### src/rtl/ahfe_pkg.sv
package ahfe_pkg;

  localparam logic [7:0] CH_COLON  = 8'h3A;
  localparam logic [7:0] CH_CR     = 8'h0D;
  localparam logic [7:0] CH_LF     = 8'h0A;
  localparam logic [7:0] HEX_DIGIT = 8'h30;
  localparam logic [7:0] HEX_ALPHA = 8'h37;
  localparam logic [3:0] NIBBLE_TEN = 4'hA;

  localparam int QUEUE_DEPTH_DEFAULT = 2;

  typedef struct packed {
    logic       first;
    logic       last;
    logic [7:0] hi_char;
    logic [7:0] lo_char;
    logic [7:0] ck_hi_char;
    logic [7:0] ck_lo_char;
  } job_t;

  typedef enum logic [7:0] {
    PH_IDLE  = 8'b0000_0001,
    PH_COLON = 8'b0000_0010,
    PH_HI    = 8'b0000_0100,
    PH_LO    = 8'b0000_1000,
    PH_CKH   = 8'b0001_0000,
    PH_CKL   = 8'b0010_0000,
    PH_CR    = 8'b0100_0000,
    PH_LF    = 8'b1000_0000
  } phase_t;

  function automatic logic [7:0] nibble_char(input logic [3:0] v);
    logic [7:0] wide;
    wide = {4'h0, v};
    if (v >= NIBBLE_TEN) begin
      return wide + HEX_ALPHA;
    end else begin
      return wide + HEX_DIGIT;
    end
  endfunction

endpackage

### src/rtl/ahfe_if.sv
interface ahfe_in_if;
  logic       valid;
  logic       ready;
  logic [7:0] data_byte;
  logic       last_byte;

  modport source (output valid, output data_byte, output last_byte, input ready);
  modport sink (input valid, input data_byte, input last_byte, output ready);
endinterface

interface ahfe_out_if;
  logic       valid;
  logic       ready;
  logic [7:0] ascii_char;
  logic       end_of_frame;

  modport source (output valid, output ascii_char, output end_of_frame, input ready);
  modport sink (input valid, input ascii_char, input end_of_frame, output ready);
endinterface

### src/rtl/ahfe_front.sv
module ahfe_front
  import ahfe_pkg::*;
(
  input  logic       clk,
  input  logic       rst,
  input  logic       in_valid,
  input  logic [7:0] data_byte,
  input  logic       last_byte,
  input  logic       q_full,
  output logic       in_ready,
  output logic       push,
  output job_t       push_job
);

  logic       mid_frame;
  logic [7:0] char_sum;
  logic [7:0] sum_next;
  logic [7:0] ck;

  assign in_ready = !q_full;
  assign push     = in_valid && !q_full;

  always_comb begin
    push_job.first   = !mid_frame;
    push_job.last    = last_byte;
    push_job.hi_char = nibble_char(data_byte[7:4]);
    push_job.lo_char = nibble_char(data_byte[3:0]);
    sum_next = char_sum + push_job.hi_char + push_job.lo_char;
    ck = 8'h00 - sum_next;
    push_job.ck_hi_char = nibble_char(ck[7:4]);
    push_job.ck_lo_char = nibble_char(ck[3:0]);
  end

  always_ff @(posedge clk) begin
    if (rst) begin
      mid_frame <= 1'b0;
      char_sum  <= 8'h00;
    end else if (push) begin
      if (last_byte) begin
        mid_frame <= 1'b0;
        char_sum  <= 8'h00;
      end else begin
        mid_frame <= 1'b1;
        char_sum  <= sum_next;
      end
    end
  end

endmodule

### src/rtl/ahfe_queue.sv
module ahfe_queue
  import ahfe_pkg::*;
#(
  parameter int DEPTH = QUEUE_DEPTH_DEFAULT
) (
  input  logic clk,
  input  logic rst,
  input  logic push,
  input  job_t push_job,
  input  logic pop,
  output logic full,
  output logic head_valid,
  output job_t head_job
);

  localparam int PW = $clog2(DEPTH);
  localparam int CW = $clog2(DEPTH + 1);
  localparam logic [PW-1:0] LAST_SLOT = PW'(DEPTH - 1);
  localparam logic [CW-1:0] FULL_COUNT = CW'(DEPTH);

  job_t          slots [DEPTH];
  logic [PW-1:0] wr_ptr;
  logic [PW-1:0] rd_ptr;
  logic [CW-1:0] count;

  assign full       = (count == FULL_COUNT);
  assign head_valid = (count != '0);
  assign head_job   = slots[rd_ptr];

  always_ff @(posedge clk) begin
    if (push) begin
      slots[wr_ptr] <= push_job;
    end
  end

  always_ff @(posedge clk) begin
    if (rst) begin
      wr_ptr <= '0;
      rd_ptr <= '0;
      count  <= '0;
    end else begin
      if (push) begin
        wr_ptr <= (wr_ptr == LAST_SLOT) ? '0 : wr_ptr + 1'b1;
      end
      if (pop) begin
        rd_ptr <= (rd_ptr == LAST_SLOT) ? '0 : rd_ptr + 1'b1;
      end
      if (push && !pop) begin
        count <= count + 1'b1;
      end else if (pop && !push) begin
        count <= count - 1'b1;
      end
    end
  end

endmodule

### src/rtl/ahfe_back.sv
module ahfe_back
  import ahfe_pkg::*;
(
  input  logic       clk,
  input  logic       rst,
  input  logic       head_valid,
  input  job_t       head_job,
  output logic       pop,
  output logic       out_valid,
  input  logic       out_ready,
  output logic [7:0] ascii_char,
  output logic       end_of_frame
);

  phase_t     phase;
  phase_t     phase_cur;
  phase_t     phase_next;
  logic       load;
  logic       done;
  logic [7:0] char_next;

  assign load = head_valid && (!out_valid || out_ready);
  assign pop  = load && done;

  always_comb begin
    if (phase == PH_IDLE) begin
      phase_cur = head_job.first ? PH_COLON : PH_HI;
    end else begin
      phase_cur = phase;
    end
  end

  always_comb begin
    char_next  = CH_LF;
    phase_next = PH_IDLE;
    done       = 1'b0;
    unique case (phase_cur)
      PH_COLON: begin
        char_next  = CH_COLON;
        phase_next = PH_HI;
      end
      PH_HI: begin
        char_next  = head_job.hi_char;
        phase_next = PH_LO;
      end
      PH_LO: begin
        char_next  = head_job.lo_char;
        phase_next = head_job.last ? PH_CKH : PH_IDLE;
        done       = !head_job.last;
      end
      PH_CKH: begin
        char_next  = head_job.ck_hi_char;
        phase_next = PH_CKL;
      end
      PH_CKL: begin
        char_next  = head_job.ck_lo_char;
        phase_next = PH_CR;
      end
      PH_CR: begin
        char_next  = CH_CR;
        phase_next = PH_LF;
      end
      PH_LF: begin
        char_next  = CH_LF;
        phase_next = PH_IDLE;
        done       = 1'b1;
      end
      default: begin
        char_next  = CH_LF;
        phase_next = PH_IDLE;
        done       = 1'b1;
      end
    endcase
  end

  always_ff @(posedge clk) begin
    if (rst) begin
      phase     <= PH_IDLE;
      out_valid <= 1'b0;
    end else if (load) begin
      phase     <= phase_next;
      out_valid <= 1'b1;
    end else if (out_ready) begin
      out_valid <= 1'b0;
    end
  end

  always_ff @(posedge clk) begin
    if (load) begin
      ascii_char   <= char_next;
      end_of_frame <= (phase_cur == PH_LF);
    end
  end

  // The closing LF must always be the character that carries the frame mark.
  a_eof_is_lf: assert property (@(posedge clk) disable iff (rst)
    out_valid && end_of_frame |-> ascii_char == CH_LF)
    else $error("frame end marked on a character other than LF");

  // A word is released from the queue in the same cycle as its final character is loaded.
  a_pop_done: assert property (@(posedge clk) disable iff (rst)
    pop |=> phase == PH_IDLE)
    else $error("sequencer not idle after releasing a word");

  // A stalled output holds its character.
  a_stall_hold: assert property (@(posedge clk) disable iff (rst)
    out_valid && !out_ready |=> out_valid && $stable(ascii_char) && $stable(end_of_frame))
    else $error("output character changed under stall");

  // The sequencer is only mid-word while a word is at the queue head.
  a_busy_has_head: assert property (@(posedge clk) disable iff (rst)
    phase != PH_IDLE |-> head_valid)
    else $error("sequencer busy with an empty queue");

endmodule

### src/rtl/ascii_hex_frame_encoder.sv
// ASCII hex frame encoder.
// The payload channel takes one frame byte per word together with a last-byte
// mark. The chars channel delivers one ASCII character per word: a colon
// before the first byte of each frame, two upper-case hex characters per byte,
// and after the last byte two checksum characters, CR and LF. The LF carries
// end_of_frame. The checksum is the two's complement of the 8-bit sum of all
// hex character codes of the frame's payload.
// An accepted byte is classified and its checksum work done in the same cycle,
// then it waits in a small queue of QUEUE_DEPTH entries (at least 2). The first
// character of a byte is loaded from the queue head into the output register,
// which drives the chars channel. The output register sends one character
// per cycle while the receiver is ready, so a byte yields 2 to 7 characters:
// 2 for an inner byte, 3 with the colon, 4 more after a last byte. Payload
// ready stays high while the queue has room, so bytes flow back to back.
// When the receiver stalls, the current character holds, the queue fills and
// payload ready drops. Reset clears the queue, the output valid and the
// framing state, so the next byte starts a new frame.
module ascii_hex_frame_encoder
  import ahfe_pkg::*;
#(
  parameter int QUEUE_DEPTH = QUEUE_DEPTH_DEFAULT
) (
  input logic         clk,
  input logic         rst,
  ahfe_in_if.sink     payload,
  ahfe_out_if.source  chars
);

  logic q_full;
  logic push;
  job_t push_job;
  logic pop;
  logic head_valid;
  job_t head_job;

  ahfe_front u_front (
    .clk       (clk),
    .rst       (rst),
    .in_valid  (payload.valid),
    .data_byte (payload.data_byte),
    .last_byte (payload.last_byte),
    .q_full    (q_full),
    .in_ready  (payload.ready),
    .push      (push),
    .push_job  (push_job)
  );

  ahfe_queue #(
    .DEPTH (QUEUE_DEPTH)
  ) u_queue (
    .clk        (clk),
    .rst        (rst),
    .push       (push),
    .push_job   (push_job),
    .pop        (pop),
    .full       (q_full),
    .head_valid (head_valid),
    .head_job   (head_job)
  );

  ahfe_back u_back (
    .clk          (clk),
    .rst          (rst),
    .head_valid   (head_valid),
    .head_job     (head_job),
    .pop          (pop),
    .out_valid    (chars.valid),
    .out_ready    (chars.ready),
    .ascii_char   (chars.ascii_char),
    .end_of_frame (chars.end_of_frame)
  );

endmodule
### src/flat_wrapper.sv
// flat-port wrapper written by rule: the top's interface ports become plain ports
module ascii_hex_frame_encoder_flat import ahfe_pkg::*;
#(
  parameter int QUEUE_DEPTH = QUEUE_DEPTH_DEFAULT
)
  (clk, rst, payload_valid, payload_data_byte, payload_last_byte, payload_ready, chars_valid, chars_ascii_char, chars_end_of_frame, chars_ready);
  ahfe_in_if payload_i ();
  ahfe_out_if chars_i ();
  input logic clk;
  input logic rst;
  input wire logic [$bits(payload_i.valid)-1:0] payload_valid;
  input wire logic [$bits(payload_i.data_byte)-1:0] payload_data_byte;
  input wire logic [$bits(payload_i.last_byte)-1:0] payload_last_byte;
  output wire logic [$bits(payload_i.ready)-1:0] payload_ready;
  output wire logic [$bits(chars_i.valid)-1:0] chars_valid;
  output wire logic [$bits(chars_i.ascii_char)-1:0] chars_ascii_char;
  output wire logic [$bits(chars_i.end_of_frame)-1:0] chars_end_of_frame;
  input wire logic [$bits(chars_i.ready)-1:0] chars_ready;
  assign payload_i.valid = payload_valid;
  assign payload_i.data_byte = payload_data_byte;
  assign payload_i.last_byte = payload_last_byte;
  assign payload_ready = payload_i.ready;
  assign chars_valid = chars_i.valid;
  assign chars_ascii_char = chars_i.ascii_char;
  assign chars_end_of_frame = chars_i.end_of_frame;
  assign chars_i.ready = chars_ready;
  ascii_hex_frame_encoder #(.QUEUE_DEPTH(QUEUE_DEPTH)) u_core (.clk(clk), .rst(rst), .payload(payload_i), .chars(chars_i));
endmodule
### config.mk
export PLATFORM = sky130hd
export DESIGN_NAME = ascii_hex_frame_encoder_flat
export DESIGN_NICKNAME = d
export VERILOG_FILES = /design/src/rtl/ahfe_pkg.sv /design/src/rtl/ahfe_if.sv /design/src/rtl/ahfe_front.sv /design/src/rtl/ahfe_queue.sv /design/src/rtl/ahfe_back.sv /design/src/rtl/ascii_hex_frame_encoder.sv /design/src/flat_wrapper.sv
export SDC_FILE = /design/constraint.sdc
export NUM_CORES = 1
export LEC_CHECK = 0
export BUFFER_PORTS_ARGS = -buffer_cell sky130_fd_sc_hd__buf_2
export CORE_UTILIZATION = 50
export CTS_CLUSTER_DIAMETER = 30
export CTS_CLUSTER_SIZE = 28
export DETAILED_ROUTE_END_ITERATION = 8
export GPL_TIMING_DRIVEN = 0
export PLACE_DENSITY = 0.66
export SKIP_CTS_REPAIR_TIMING = 1
export SLEW_MARGIN = 0
export SYNTH_ARGS = -nofsm -noshare
export SYNTH_HDL_FRONTEND = slang
export SYNTH_HIERARCHICAL = 1
export SYNTH_SLANG_ARGS = --single-unit
### constraint.sdc
create_clock -name clk -period 8.12 [get_ports clk]
set_input_delay 0.812 -clock clk [delete_from_list [all_inputs] [get_ports clk]]
set_output_delay 0.812 -clock clk [all_outputs]
set_load 0.03 [all_outputs]
==> impl_metrics.yaml <==
cts:
  cts_max_path_buffers: 2
  cts_tree: "done"
  cts-root-buf: "clkbuf_8"
  clock_insertion_delay_worst_skew_ps: 350
  path_clk_slew_ps: 100
  h-tree-depth: 3
  numCtsBuffers: 9
  clock-sinks: 99
cells_and_area:
  n_antenna_cell: 0
  postLayoutCellArea_sq_um: 5807
  nNetsFinal: 527
  areaGrowthSynthToFinish_pct: 10.11
  instances_no_fill: 632
  fill_cells: 891
  post_route_cells_drive_above_1_share_pct: 21.37
critical_path:
  r2r_slack_ps: 3510
  critPathLaunchType: "input port"
  path_max_fanout: 9
  r2r_end: "u_core/u_queue/slots[1][9]"
  worstPathRequired_ps: 8220
  cp_slowest_cell: "fa_1"
  critPathCaptureType: "flop"
  worst_path_largest_cell_delay_ps: 490
  arrival_ps: 5760
  r2r-start: "u_core/u_front/char_sum[1]"
  rr_worst_depth: 14
  crit_chain: "buf_2 -> inv_1 -> ha_1 -> o21ai_0 -> a22oi_1 -> fa_1 -> ha_1 -> fa_1 -> buf_6 -> or3b_4 -> a2111o_1 -> a211o_1 -> nand2_1 -> ha_1 -> inv_1 -> and4_1 -> o22a_1 -> a211oi_4 -> mux2_4"
  path_class: "input port to flop"
  cp_common_cell: "ha_1"
drt:
  wl_per_cell_microns: 16.73
  drc: 0
  postRouteAntennaNets: 0
  drtIter0Drc: 160
  vias: 3440
  routed_wl_mm: 10.57
  drt-pass1-iter-count: 5
  viasPerCell: 5.443
grt:
  antenna_found_initial: 0
  grt_pass1_vias: 3466
  grt_max_degree: 35
  grt_overflow_total: 0
  track_usage_pct: 20.85
  grt_pass1_wl_mm: 17.48
pwr:
  power_per_cell_area_nw_per_um2: 357.1
  ir_drop_mv: 0.1543
  power_leakage_uw: 0.002221
synthesis:
  synth_edf_count: 77
  synth_most_common_cell: "edfxtp_1"
  synth_ff_type: "edfxtp_1"
  seq_area_frac_synth_pct: 52.19
  synth_seq_cells: 99
  synth_common_cells: "77 x edfxtp_1, 41 x inv_1, 38 x nand2_1"
  synth_top_area_share_pct: 43.84
  synth.distinct_cells: 69
  syn_inst: 454
  synthArstFlopShare_pct: 0
  synth_area_sq_um: 5274
  synth_area_per_cell_sq_um: 11.62
  synth_warnings: 6
  synth_largest_area_cell: "edfxtp_1"
  synth_area_leaders: "edfxtp_1 44%, dfxtp_1 8.4%, mux2_2 7.3%, ha_1 3.6%, fa_1 3.0%"
placed_design:
  dp_slack_ps: 2175
  dpl_cell_area_sq_um: 5594
  post-place-cells: 616
  portBuffers: 22
  place.gp.congestion: 0.8092
  place_hpwl_mm: 7.910
worst_hold_path:
  min_to: "u_core/u_queue/slots[0][33]"
  hold_path_depth: 1
  hp-start: "u_core/u_front/mid_frame"
  worstHoldPathType: "flop to flop"
timing:
  max_slew_margin_pct: 42.58
  worst_slew_pin_slew_ps: 861.3
  fmax_mhz: 176.7
  worst_clock_skew_ps: 13.60
  tns_ps: 0
  rsz0062_at_grt: "no"
  setup_viol: 0
  setup_slack_ps: 2460
  hold_violations: 0
  slew_viol_final: 0
  fin_crit_sh_pct: 69.71
  period_needed_ps: 5660
  hold-worst-slack_ps: 495.7
floorplan:
  io_pins: 24
  initial_core_util_pct: 51.31
  core_sq_um: 10280
  die_w_microns: 104.7
  rows: 37
  die-area_sq_um: 10960
  die_h_microns: 104.7
job:
  drv_cap: 0
run_status:
  status: "completed"
==> power breakdown <==
part / switching [uW] / internal [uW]
clock: 182 / 139
combinational: 586 / 378
sequential: 35.6 / 753
==> area by class of cell <==
| cell class | instances | area [sq um] | share of cell area [%] |
|---|---|---|---|
| multi-input cells | 295 | 2255 | 38.83 |
| well taps | 136 | 170.2 | 2.930 |
| repair buffers | 23 | 130.1 | 2.241 |
| flip-flops and latches | 99 | 2753 | 47.40 |
| clock inverters | 6 | 63.81 | 1.099 |
| plain buffers | 21 | 128.9 | 2.219 |
| inverters | 42 | 157.7 | 2.715 |
| clock buffers | 10 | 148.9 | 2.564 |
==> state kept, by name (all words and copies together), names as in the netlist, named ones only <==
signal                      cells
u_core/u_queue/slots           68
u_core/u_back/ascii_char        8
u_core/u_front/char_sum         8
u_core/u_back/phase             7
u_core/u_queue/count            2
u_core/u_back/end_of_frame      1
u_core/u_back/out_valid         1
u_core/u_front/mid_frame        1
u_core/u_queue/rd_ptr           1
u_core/u_queue/wr_ptr           1
==> per-layer routing <==
metal	vias to the layer above	track usage, %	wire, microns
met1	1636	27.04	4743
met2	72	34.77	5184
met4	0	8.451	255
li1	1716	-	-
met5	-	0	0
met3	16	3.556	391
==> worst max-delay path by stage <==
stage / start / to / slack (ps)
detailed placement: payload_data_byte[0] / u_core/u_queue/slots[1][9] / 2170
finish: payload_data_byte[0] / u_core/u_queue/slots[1][9] / 2460
floorplan: payload_data_byte[0] / u_core/u_queue/slots[0][9] / 2810
global placement: payload_data_byte[4] / u_core/u_queue/slots[0][9] / 2300
CTS: payload_data_byte[0] / u_core/u_queue/slots[1][9] / 2520
global route: payload_data_byte[4] / u_core/u_queue/slots[1][9] / 2230
==> per-stage QoR <==
step                      utilization (%)  total power, uW
after floorplan                         -             1526
after global placement              54.15             1727
after detailed placement            54.43             1763
after CTS                           56.50             2090
after global routing                56.50             2216
final                               56.50             2073
==> cell usage in the layout, fill, tap and decap left out, types with 5 or more instances in the layout <==
| cell type | n |
|---|---|
| xnor2_1 | 8 |
| nor3_1 | 9 |
| clkbuf_1 | 5 |
| buf_2 | 26 |
| a22o_1 | 5 |
| nor2_1 | 31 |
| o21ai_0 | 14 |
| edfxtp_1 | 77 |
| mux2_2 | 34 |
| dfxtp_1 | 22 |
| a22oi_1 | 11 |
| nor3b_1 | 5 |
| buf_4 | 8 |
| nor2b_1 | 5 |
| clkbuf_8 | 9 |
| ha_1 | 15 |
| inv_1 | 41 |
| a21oi_1 | 19 |
| nand2_1 | 38 |
| xor2_1 | 8 |
| nand3_1 | 8 |
| fa_1 | 8 |
==> cell families (layout without fill, tap and decap cells) <==
group | after synthesis | in the layout | synth area share, %
muxes | 35 | 35 | 7.544
and+or+nand+nor | 129 | 129 | 13.36
AOI/OAI and AO/OA | 88 | 88 | 12.15
DFF | 99 | 99 | 52.19
other | 1 | 4 | 0.07111
buffers and inverters | 63 | 102 | 5.433
xor gates and xnor gates | 16 | 16 | 2.657
adders and majority gates | 23 | 23 | 6.595
==> worst max-delay path, delay by kind of cell <==
kind                     cells  cell delay [ps]
multiplexers                 1              340
buffers and inverters        4              450
AO/OA/AOI/OAI                6             1760
AND/OR/NAND/NOR              3              730
adder cells (fa/ha/maj)      5             1650
No activity file was read; power rests on OpenSTA's default activity.
